**config.mk**
```make
export PLATFORM = sky130hd
export DESIGN_NAME = rational_arith_unit_flat
export DESIGN_NICKNAME = d
export VERILOG_FILES = /design/src/hdl/rau_pkg.sv /design/src/hdl/rau_if.sv /design/src/hdl/rational_arith_unit.sv /design/src/flat_wrapper.sv
export SDC_FILE = /design/constraint.sdc
export NUM_CORES = 2
export LEC_CHECK = 0
export BUFFER_PORTS_ARGS = -buffer_cell sky130_fd_sc_hd__buf_2
export CAP_MARGIN = 5
export CORE_MARGIN = 2
export CORE_UTILIZATION = 60
export CTS_BUF_LIST = sky130_fd_sc_hd__clkbuf_4 sky130_fd_sc_hd__clkbuf_8
export DETAILED_ROUTE_END_ITERATION = 16
export PLACE_DENSITY = 0.82
export SLEW_MARGIN = 20
export SYNTH_ARGS = -nofsm -noshare
export SYNTH_HDL_FRONTEND = slang
export SYNTH_SLANG_ARGS = --single-unit
```
**constraint.sdc**
```tcl
create_clock -name clock -period 17.49 [get_ports clock]
set_input_delay 5.247 -clock clock [delete_from_list [all_inputs] [get_ports clock]]
set_output_delay 5.247 -clock clock [all_outputs]
set_load 0.05 [all_outputs]
```
**src/hdl/rau_pkg.sv**
```systemverilog
// Shared constants and types for the rational arithmetic unit.
package rau_pkg;
   localparam int WordBits = 32;
   localparam int ProdBits = 2 * WordBits;
   localparam int CntBits = $clog2(ProdBits + 1);

   localparam logic [1:0] OP_SUB = 2'd0;
   localparam logic [1:0] OP_NEG = 2'd1;
   localparam logic [1:0] OP_DIV = 2'd2;

   localparam logic [1:0] ST_OK = 2'd0;
   localparam logic [1:0] ST_ZERO_DEN = 2'd1;
   localparam logic [1:0] ST_DIV_ZERO = 2'd2;
   localparam logic [1:0] ST_OVERFLOW = 2'd3;

   typedef struct packed {
      logic [1:0] op;
      logic [31:0] a_num;
      logic [31:0] a_den;
      logic [31:0] b_num;
      logic [31:0] b_den;
   } req_type;

   typedef struct packed {
      logic [31:0] res_num;
      logic [30:0] res_den;
      logic [1:0] status;
   } rsp_type;
endpackage

```
**src/hdl/rau_if.sv**
```systemverilog
// Valid/ready channel interface.
interface rau_req_if;
   logic valid;
   logic ready;
   rau_pkg::req_type data;
   modport source (output valid, output data, input ready);
   modport sink (input valid, input data, output ready);
endinterface

interface rau_rsp_if;
   logic valid;
   logic ready;
   rau_pkg::rsp_type data;
   modport source (output valid, output data, input ready);
   modport sink (input valid, input data, output ready);
endinterface

```
**src/hdl/rational_arith_unit.sv**
```systemverilog
// Top level of the rational arithmetic unit: bit-serial multiply, gcd and divide.
//
// Usage: a request on req (op, a_num, a_den, b_num, b_den) gives one response on
// rsp (res_num, res_den, status). op 0 is a - b, 1 (and 3) is -a, 2 is a / b.
// Handshake: a transfer happens on an edge with valid and ready high.
// Sequencing: one request at a time. Error cases go from the check state straight
// to the output state, which raises rsp.valid. Otherwise the work is: two 32x32
// shift-add multiplies run in parallel (subtract needs a third product, in a second
// pass; negation skips the multiplies), a binary gcd that shifts or subtracts one
// step per cycle, and two restoring divisions by the gcd run side by side, one
// quotient bit per cycle. A zero result skips the gcd and the divide.
// Throughput: the next request is accepted from the cycle after the response is taken.
// The gcd subtract/compare on 64 bits sets the cycle time.
// Reset: synchronous, active high, returns the sequencer to idle, drops rsp.valid.
// Stall: the finished response is held in the output register until taken;
// req.ready stays low until then.
module rational_arith_unit (
   input logic clock,
   input logic reset,
   rau_req_if.sink req,
   rau_rsp_if.source rsp
);
   localparam int W = rau_pkg::WordBits;
   localparam int P = rau_pkg::ProdBits;
   localparam int C = rau_pkg::CntBits;

   typedef enum logic [8:0] {
      S_IDLE = 9'b000000001, S_CHECK = 9'b000000010, S_MUL1 = 9'b000000100,
      S_MUL2 = 9'b000001000, S_PREP = 9'b000010000, S_GCD = 9'b000100000,
      S_DIV  = 9'b001000000, S_FIN  = 9'b010000000, S_OUT = 9'b100000000
   } state_type;

   state_type state_ff, state_in;
   logic [1:0] op_ff;
   logic signed [W-1:0] an_ff, ad_ff, bn_ff, bd_ff;
   // multiplier: two lanes, each with its own accumulator and shifted multiplicand
   logic [P-1:0] acc0_ff, acc1_ff, mc0_ff, mc1_ff;
   logic [W-1:0] mp0_ff, mp1_ff;
   logic [C-1:0] cnt_ff;
   logic [P-1:0] t0_ff;                 // first product of subtract
   logic neg_ff;
   logic [P-1:0] mn_ff, md_ff, gx_ff, gy_ff;
   logic [C-1:0] k_ff;
   logic [P-1:0] q0_ff, q1_ff, r0_ff, r1_ff, g_ff;
   rau_pkg::rsp_type out_ff;
   logic out_v_ff;

   assign req.ready = (state_ff == S_IDLE) && !out_v_ff;
   assign rsp.valid = out_v_ff;
   assign rsp.data = out_ff;

   wire req_fire = req.valid && req.ready;
   wire rsp_fire = out_v_ff && rsp.ready;

   wire neg_op = op_ff[0];
   wire [P-1:0] diff = t0_ff - acc1_ff;  // an*bd - bn*ad
   wire [P-1:0] n_sel = neg_op ? ~P'(signed'(an_ff)) + P'(1) :
                        (op_ff == rau_pkg::OP_SUB) ? diff : acc0_ff;
   wire [P-1:0] d_sel = neg_op ? P'(signed'(ad_ff)) :
                        (op_ff == rau_pkg::OP_SUB) ? acc0_ff : acc1_ff;
   wire [P-1:0] lim = P'((64'd1 << (W - 1)) - 64'd1);
   wire [P-1:0] rem0 = {r0_ff[P-2:0], q0_ff[P-1]};
   wire [P-1:0] rem1 = {r1_ff[P-2:0], q1_ff[P-1]};

   always_comb begin
      state_in = state_ff;
      case (state_ff)
         S_IDLE: if (req_fire) state_in = S_CHECK;
         S_CHECK: begin
            if (ad_ff == '0 || (!neg_op && bd_ff == '0) ||
                (op_ff == rau_pkg::OP_DIV && bn_ff == '0) || neg_op)
               state_in = neg_op && ad_ff != '0 ? S_PREP : S_OUT;
            else
               state_in = S_MUL1;
         end
         S_MUL1: if (cnt_ff == C'(W - 1))
            state_in = (op_ff == rau_pkg::OP_SUB) ? S_MUL2 : S_PREP;
         S_MUL2: if (cnt_ff == C'(W - 1)) state_in = S_PREP;
         S_PREP: state_in = (n_sel == '0) ? S_OUT : S_GCD;
         S_GCD: if (gy_ff == '0) state_in = S_DIV;
         S_DIV: if (cnt_ff == C'(P - 1)) state_in = S_FIN;
         S_FIN: state_in = S_OUT;
         S_OUT: state_in = S_IDLE;
         default: state_in = S_IDLE;
      endcase
   end

   always_ff @(posedge clock) begin
      if (reset) begin
         state_ff <= S_IDLE;
         out_v_ff <= 1'b0;
      end else begin
         state_ff <= state_in;
         if (rsp_fire) out_v_ff <= 1'b0;
         case (state_ff)
            S_IDLE: if (req_fire) begin
               op_ff <= req.data.op;
               an_ff <= req.data.a_num[W-1:0];
               ad_ff <= req.data.a_den[W-1:0];
               bn_ff <= req.data.b_num[W-1:0];
               bd_ff <= req.data.b_den[W-1:0];
            end
            S_CHECK: begin
               cnt_ff <= '0;
               acc0_ff <= '0;
               acc1_ff <= '0;
               // first pass: an*bd and (sub: ad*bd ; div: ad*bn)
               mc0_ff <= P'(signed'(an_ff));
               mp0_ff <= bd_ff;
               mc1_ff <= P'(signed'(ad_ff));
               mp1_ff <= (op_ff == rau_pkg::OP_DIV) ? bn_ff : bd_ff;
               out_ff.res_num <= '0;
               out_ff.res_den <= '0;
               if (ad_ff == '0 || (!neg_op && bd_ff == '0))
                  out_ff.status <= rau_pkg::ST_ZERO_DEN;
               else if (op_ff == rau_pkg::OP_DIV && bn_ff == '0)
                  out_ff.status <= rau_pkg::ST_DIV_ZERO;
               else
                  out_ff.status <= rau_pkg::ST_OK;
            end
            S_MUL1, S_MUL2: begin
               if (state_ff == S_MUL1 && cnt_ff == C'(W - 1) &&
                   op_ff == rau_pkg::OP_SUB) begin
                  // keep an*bd (finalized) and ad*bd; then bn*ad into acc1
                  t0_ff <= mp0_ff[0] ? acc0_ff - mc0_ff : acc0_ff;
                  acc0_ff <= mp1_ff[0] ? acc1_ff - mc1_ff : acc1_ff;
                  acc1_ff <= '0;
                  mc1_ff <= P'(signed'(bn_ff));
                  mp1_ff <= ad_ff;
                  mp0_ff <= '0;
                  cnt_ff <= '0;
               end else begin
                  // signed shift-add; top multiplier bit carries negative weight
                  if (cnt_ff == C'(W - 1)) begin
                     if (mp0_ff[0]) acc0_ff <= acc0_ff - mc0_ff;
                     if (mp1_ff[0]) acc1_ff <= acc1_ff - mc1_ff;
                  end else begin
                     if (mp0_ff[0]) acc0_ff <= acc0_ff + mc0_ff;
                     if (mp1_ff[0]) acc1_ff <= acc1_ff + mc1_ff;
                  end
                  mc0_ff <= mc0_ff << 1;
                  mc1_ff <= mc1_ff << 1;
                  mp0_ff <= mp0_ff >> 1;
                  mp1_ff <= mp1_ff >> 1;
                  cnt_ff <= cnt_ff + C'(1);
               end
            end
            S_PREP: begin
               neg_ff <= n_sel[P-1] ^ d_sel[P-1];
               mn_ff <= n_sel[P-1] ? ~n_sel + P'(1) : n_sel;
               md_ff <= d_sel[P-1] ? ~d_sel + P'(1) : d_sel;
               gx_ff <= n_sel[P-1] ? ~n_sel + P'(1) : n_sel;
               gy_ff <= d_sel[P-1] ? ~d_sel + P'(1) : d_sel;
               k_ff <= '0;
               if (n_sel == '0) begin
                  out_ff.res_num <= '0;
                  out_ff.res_den <= 31'd1;
                  out_ff.status <= rau_pkg::ST_OK;
               end
            end
            S_GCD: begin
               // one shift or subtract per cycle; x kept odd after common twos
               if (!gx_ff[0] && !gy_ff[0] && gy_ff != '0) begin
                  gx_ff <= gx_ff >> 1;
                  gy_ff <= gy_ff >> 1;
                  k_ff <= k_ff + C'(1);
               end else if (!gx_ff[0]) begin
                  gx_ff <= gx_ff >> 1;
               end else if (gy_ff != '0 && !gy_ff[0]) begin
                  gy_ff <= gy_ff >> 1;
               end else if (gy_ff != '0) begin
                  if (gx_ff > gy_ff) begin
                     gx_ff <= gy_ff;
                     gy_ff <= gx_ff - gy_ff;
                  end else begin
                     gy_ff <= gy_ff - gx_ff;
                  end
               end
               if (gy_ff == '0) begin
                  g_ff <= gx_ff << k_ff;
                  q0_ff <= mn_ff;
                  q1_ff <= md_ff;
                  r0_ff <= '0;
                  r1_ff <= '0;
                  cnt_ff <= '0;
               end
            end
            S_DIV: begin
               // restoring division, one quotient bit per cycle, two lanes
               if (rem0 >= g_ff) begin
                  r0_ff <= rem0 - g_ff;
                  q0_ff <= {q0_ff[P-2:0], 1'b1};
               end else begin
                  r0_ff <= rem0;
                  q0_ff <= {q0_ff[P-2:0], 1'b0};
               end
               if (rem1 >= g_ff) begin
                  r1_ff <= rem1 - g_ff;
                  q1_ff <= {q1_ff[P-2:0], 1'b1};
               end else begin
                  r1_ff <= rem1;
                  q1_ff <= {q1_ff[P-2:0], 1'b0};
               end
               cnt_ff <= cnt_ff + C'(1);
            end
            S_FIN: begin
               if (q1_ff > lim || q0_ff > lim + P'(neg_ff)) begin
                  out_ff.res_num <= '0;
                  out_ff.res_den <= '0;
                  out_ff.status <= rau_pkg::ST_OVERFLOW;
               end else begin
                  out_ff.res_num <= neg_ff ? 32'(~q0_ff + P'(1)) : 32'(q0_ff);
                  out_ff.res_den <= 31'(q1_ff);
                  out_ff.status <= rau_pkg::ST_OK;
               end
            end
            S_OUT: out_v_ff <= 1'b1;
            default: ;
         endcase
      end
   end

   a_no_accept_busy: assert property (@(posedge clock) disable iff (reset)
      req_fire |-> state_ff == S_IDLE && !out_v_ff) else $error("accept while busy");
   a_hold: assert property (@(posedge clock) disable iff (reset)
      out_v_ff && !rsp.ready |=> out_v_ff && $stable(out_ff)) else $error("rsp dropped");
   a_err_zero: assert property (@(posedge clock) disable iff (reset)
      out_v_ff && out_ff.status != rau_pkg::ST_OK |-> out_ff.res_den == '0)
      else $error("error with den");
   a_ok_den: assert property (@(posedge clock) disable iff (reset)
      out_v_ff && out_ff.status == rau_pkg::ST_OK |-> out_ff.res_den != '0)
      else $error("zero den on ok");
endmodule

```
**src/flat_wrapper.sv**
```systemverilog
// flat-port wrapper written by rule: the top's interface ports become plain ports
module rational_arith_unit_flat 
  (clock, reset, req_valid, req_data, req_ready, rsp_valid, rsp_data, rsp_ready);
  rau_req_if req_i ();
  rau_rsp_if rsp_i ();
  input logic clock;
  input logic reset;
  input wire logic [$bits(req_i.valid)-1:0] req_valid;
  input wire logic [$bits(req_i.data)-1:0] req_data;
  output wire logic [$bits(req_i.ready)-1:0] req_ready;
  output wire logic [$bits(rsp_i.valid)-1:0] rsp_valid;
  output wire logic [$bits(rsp_i.data)-1:0] rsp_data;
  input wire logic [$bits(rsp_i.ready)-1:0] rsp_ready;
  assign req_i.valid = req_valid;
  assign req_i.data = req_data;
  assign req_ready = req_i.ready;
  assign rsp_valid = rsp_i.valid;
  assign rsp_data = rsp_i.data;
  assign rsp_i.ready = rsp_ready;
  rational_arith_unit u_core (.clock(clock), .reset(reset), .req(req_i), .rsp(rsp_i));
endmodule
```
# Word level (Yosys, flattened, before mapping)
# Index checks and enable logic that the tools add are counted.
# op_classes
n_addsub	16
bitwise	6
n_shift	1
n_mux	71
n_reduce_logical	50
n_eq_ne	27
magnitude_cmp	5
# op_table
operator	n
two-way mux 64 bit	28
case mux 64 bit (2 select lines)	8
subtractor 64 bit	5
case mux 63 bit (2 select lines)	2
case mux 65 bit (3 select lines)	1
adder 64 x 1 -> 64 bit (second input constant)	3
inverter 64 bit	3
two-way mux 63 bit	3
two-way mux 65 bit	2
adder 64 bit	2
>= comparator 64 bit	2
logical NOT 64 bit	2
case mux 32 bit (2 select lines)	2
subtractor 63 bit	2
logical NOT 32 bit	3
two-way mux 32 bit	3
two-way mux 9 bit	8
case mux 9 bit (8 select lines)	1
> comparator 64 x 31 -> 1 bit (second input constant)	1
> comparator 64 x 32 -> 1 bit	1
> comparator 64 bit	1
nonzero test 64 bit	1
<< shifter 64 x 7 -> 64 bit	1
adder 31 x 1 -> 32 bit (first input constant)	1
other kinds (42)	90
# totals
regBits	1178
input_bits	134
wordCells	206
out_inout_bits	67

# Longest topological paths before layout
# depth
depth_word	7
depth_mapped	20
depth_no_buf	17

# Worst setup path after synthesis
# Ideal clock, no wire load.
# synth_timing
kind	input-to-reg
from	in reset
to	reg u_core.q0_ff[0] (enable)
t_arrival_ns	17.650
stages	2
path_slack_ns	-1.115
t_required_ns	16.536
path_buffers	1
setup_time_ns	0.954
cell_sequence	clkbuf_1 a21oi_1
# synth_between
elab_chain_cells	2
# synth_rtl
item	line	rtl
start: declaration	flat_wrapper.sv:7	input logic reset;
inverter 1 bit (no source line)	--	
AND reduction 3 bit (no source line)	--	
end signal: assignment	rational_arith_unit.sv:181	q0_ff <= mn_ff;
end signal: assignment	rational_arith_unit.sv:192	q0_ff <= {q0_ff[P-2:0], 1'b1};
end signal: assignment	rational_arith_unit.sv:195	q0_ff <= {q0_ff[P-2:0], 1'b0};
end: declaration	rational_arith_unit.sv:44	logic [P-1:0] q0_ff, q1_ff, r0_ff, r1_ff, g_ff;
# No other way between the ends.
# A chain may end at the register's enable or synchronous reset.

# Final worst setup path
# layout_timing
from	reg u_core.state_ff[8]
to	out req_ready
# layout_between
elab_chain_cells	2
# layout_rtl
item	line	rtl
start: declaration	rational_arith_unit.sv:33	state_type state_ff, state_in;
start signal: assignment	rational_arith_unit.sv:93	state_ff <= state_in;
== test 9 x 1 -> 1 bit	rational_arith_unit.sv:48	assign req.ready = (state_ff == S_IDLE) && !out_v_ff;
logical AND 1 bit	rational_arith_unit.sv:48	
end: declaration	flat_wrapper.sv:10	output wire logic [$bits(req_i.ready)-1:0] req_ready;
# No other way between the ends.

==> reports/results.ini <==
[outcome]
status = completed

[timing]
fmax_mhz = 113
tightest_slew_ns = 1.29
maxSlewHeadroom_pct = 12.0
finalHoldViolations = 0
fin_crit_ns = 8.85
setup_viol = 0
fin_crit_sh_pct = 50.6
clock_skew_ns = 0.0893
slew_viol_final = 0
rsz0062_at_grt = false
tns_ns = 0

[setup_path]
worstPathArrival_ns = 3.60
cp.buffers_inverters = 1
path_class = reg2out
worstPathRequired_ns = 12.24
cp_slowest_cell = or3b_2
ff2ff_path_depth = 16
endpoint_kind = output pin
startpoint_type = flop
critical_path_depth = 6
cpPeakStageDelay_ns = 0.48
crit_family = simple AND/OR/NAND/NOR gates
cp_max_fo = 5
cp_cell_sequence = nor3_1 > nand2_1 > or3_1 > or3b_2 > nor2_1 > buf_2

[yosys]
yosysTopAreaCell = edfxtp_1
syn-cell-area_um2 = 93300
synth-seq-area-share_pct = 37.8
synth-edff-count = 1168
synth_fp_nets = 11400
ys_warn_count = 0
synth.ff_latch_count = 1178
netlist_instances = 10700
async_flop_share_pct = 0
syn_area_per_cell_um2 = 8.74
synth_top_area_share_pct = 37.6
netlist_top_cells_area = edfxtp_1, ha_1, a21oi_1
synth_ff_type = edfxtp_1
synth.distinct_cells = 106

[placed_design]
place_congestion = 1.06
port_buffers = 200
placed_cells = 12400
dp_hpwl_um = 271000

[finish]
drive_gt1_share_pct = 8.39
seq_area_um2 = 35300
multi_input_area_um2 = 53600
nets = 11300
fill_cells = 12800
layout.cells.non_filler = 12800
synthToLayoutAreaGrowth_pct = 7.08

[clocking]
cts_num_sinks = 1178
cts_resized = 0
clk_path_buf_depth = 3
htreeDepth = 4
insertion_delay_ns = 1.06
cts_buffers = 205
clk_pin_slew_ns = 0.07
cts_tree = built
postCtsHoldBufs = 0
ctsRootBufferMaster = clkbuf_8
post_cts_buffers = 0

[detailed_routing]
drc = 0
num_vias = 87000
drt-vias-per-instance = 6.80
routed_wl_um = 352000
postRouteAntennaNets = 0
routedWlPerCell_um = 27.5
drt-initial-drc-count = 13200
dr.pass1.iters = 7

[floorplan]
die_x_um = 398
io_pins = 201
rows = 144
die_y_um = 398
core_um2 = 154000
start_util_pct = 60.5
dieArea_um2 = 159000

[grt]
grt_pass1_wl_um = 516000
grt_max_degree = 155
gr-total-overflow = 0
grt_use_total_pct = 43.1
antenna_found_initial = 17
grt_pass1_vias = 81200

[worst_hold_path]
min_path_type = reg2reg
hold_depth = 2

[power_and_ir_drop]
power_density_nw_per_um2 = 63.9
max-vdd-ir-drop_mv = 0.0822
p_leak_nw = 39.8

[run]
maxCapViolations = 0

[cells in the mapped netlist, drive strengths merged, types with 168 or more instances]
cell / number
nand3: 168
nor2: 1115
a21o: 264
xor2: 197
xnor2: 410
mux2i: 239
inv: 623
clkbuf: 516
a211oi: 201
nor3: 178
nand2: 1284
a21oi: 999
o21ai: 672
edfxtp: 1168
ha: 611
[cell families after synthesis]
group                    after synthesis  synth area share, %
adder cells (fa/ha/maj)              620                 8.39
buffers and inverters               1241                 5.03
flip-flops                          1178                 37.8
AND/OR/NAND/NOR                     3520                 17.1
AO/OA/AOI/OAI                       3136                 21.3
multiplexers                         366                 4.64
XOR/XNOR                             607                 5.70
[area by class of cell]
cell class / instances / share of cell area, %
Clock buffer: 248 / 3.17
Inverter: 631 / 2.37
Antenna cell: 5 / 0.0125
Tap cell: 2044 / 2.56
Clock inverter: 125 / 1.02
Timing Repair Buffer: 308 / 1.87
Sequential cell: 1178 / 35.3
Multi-Input combinational cell: 8249 / 53.7
[registers in the layout, indices dropped and copies added, names as in the netlist, 9 cells and up]
register         count
u_core.q1_ff        64
u_core.mp0_ff       32
u_core.bn_ff        32
u_core.an_ff        32
u_core.gx_ff        64
u_core.r1_ff        63
u_core.rsp.data     65
u_core.g_ff         64
u_core.r0_ff        63
u_core.mc1_ff       64
u_core.q0_ff        64
u_core.bd_ff        32
u_core.mn_ff        64
u_core.state_ff      9
u_core.gy_ff        64
u_core.t0_ff        64
u_core.acc0_ff      64
u_core.md_ff        64
u_core.mp1_ff       32
u_core.ad_ff        32
u_core.mc0_ff       64
u_core.acc1_ff      64
[per-layer routing]
| metal | share of wire [%] | up-vias | GRT usage, % |
|---|---|---|---|
| met5 | 0.053 | - | 0 |
| met4 | 6.3 | 20 | 23.0 |
| met3 | 13 | 1093 | 12.0 |
| met2 | 42 | 5807 | 63.8 |
| met1 | 38 | 41400 | 57.2 |
| li1 | - | 38700 | - |
[placed cells by master, fill, tap and decap left out, drive strengths merged, types with 146 or more instances in the layout]
master and n:
o21ai 672, mux2i 239, nand2 1284, a21oi 999, nor3 178, o21bai 146, nor2 1115, ha 611
a21o 264, clkbuf 248, nand3 168, xor2 197, nand4 148, edfxtp 1168, xnor2 410, inv 631
buf 308, a211oi 201
[path summary, 6_finish.rpt]
path / slack, ns / end / startpoint
min reg2reg: 0.45 / u_core.q0_ff[32] / u_core.mn_ff[32]
max: 8.64 / req_ready / u_core.state_ff[8]
max reg2reg: 10.36 / u_core.rsp.data[23] / u_core.acc1_ff[0]
min: 0.45 / u_core.q0_ff[32] / u_core.mn_ff[32]
[metrics by stage]
stage          utilization [%]  setup slack [ns]  hold slack, ns  instance area, um^2  power (mW)
2_1_floorplan                -              3.52           0.491                93300        3.53
5_1_grt                   64.7              8.57           0.498                99900        6.51
3_5_place_dp              62.0              9.44           0.500                95600        3.73
3_3_place_gp              62.0              9.49           0.494                95600        3.72
4_1_cts                   64.7              8.71           0.460                99800        6.35
6_report                  64.7              8.64           0.452                99900        6.38
[report_power, final]
part	total, mW	internal, mW	switching, mW	leakage, nW
sequential	3.18	3.14	0.0413	10.8
clock	2.67	1.38	1.29	2.18
combinational	0.528	0.161	0.368	26.8
total	6.38	4.68	1.70	39.8
[tightest hold or removal path: stages, from the launching register on]
cell and delay [ns]:
edfxtp_1 0.32, nand2_1 0.04, nand2_1 0.06
No activity file was read; power rests on OpenSTA's default activity.
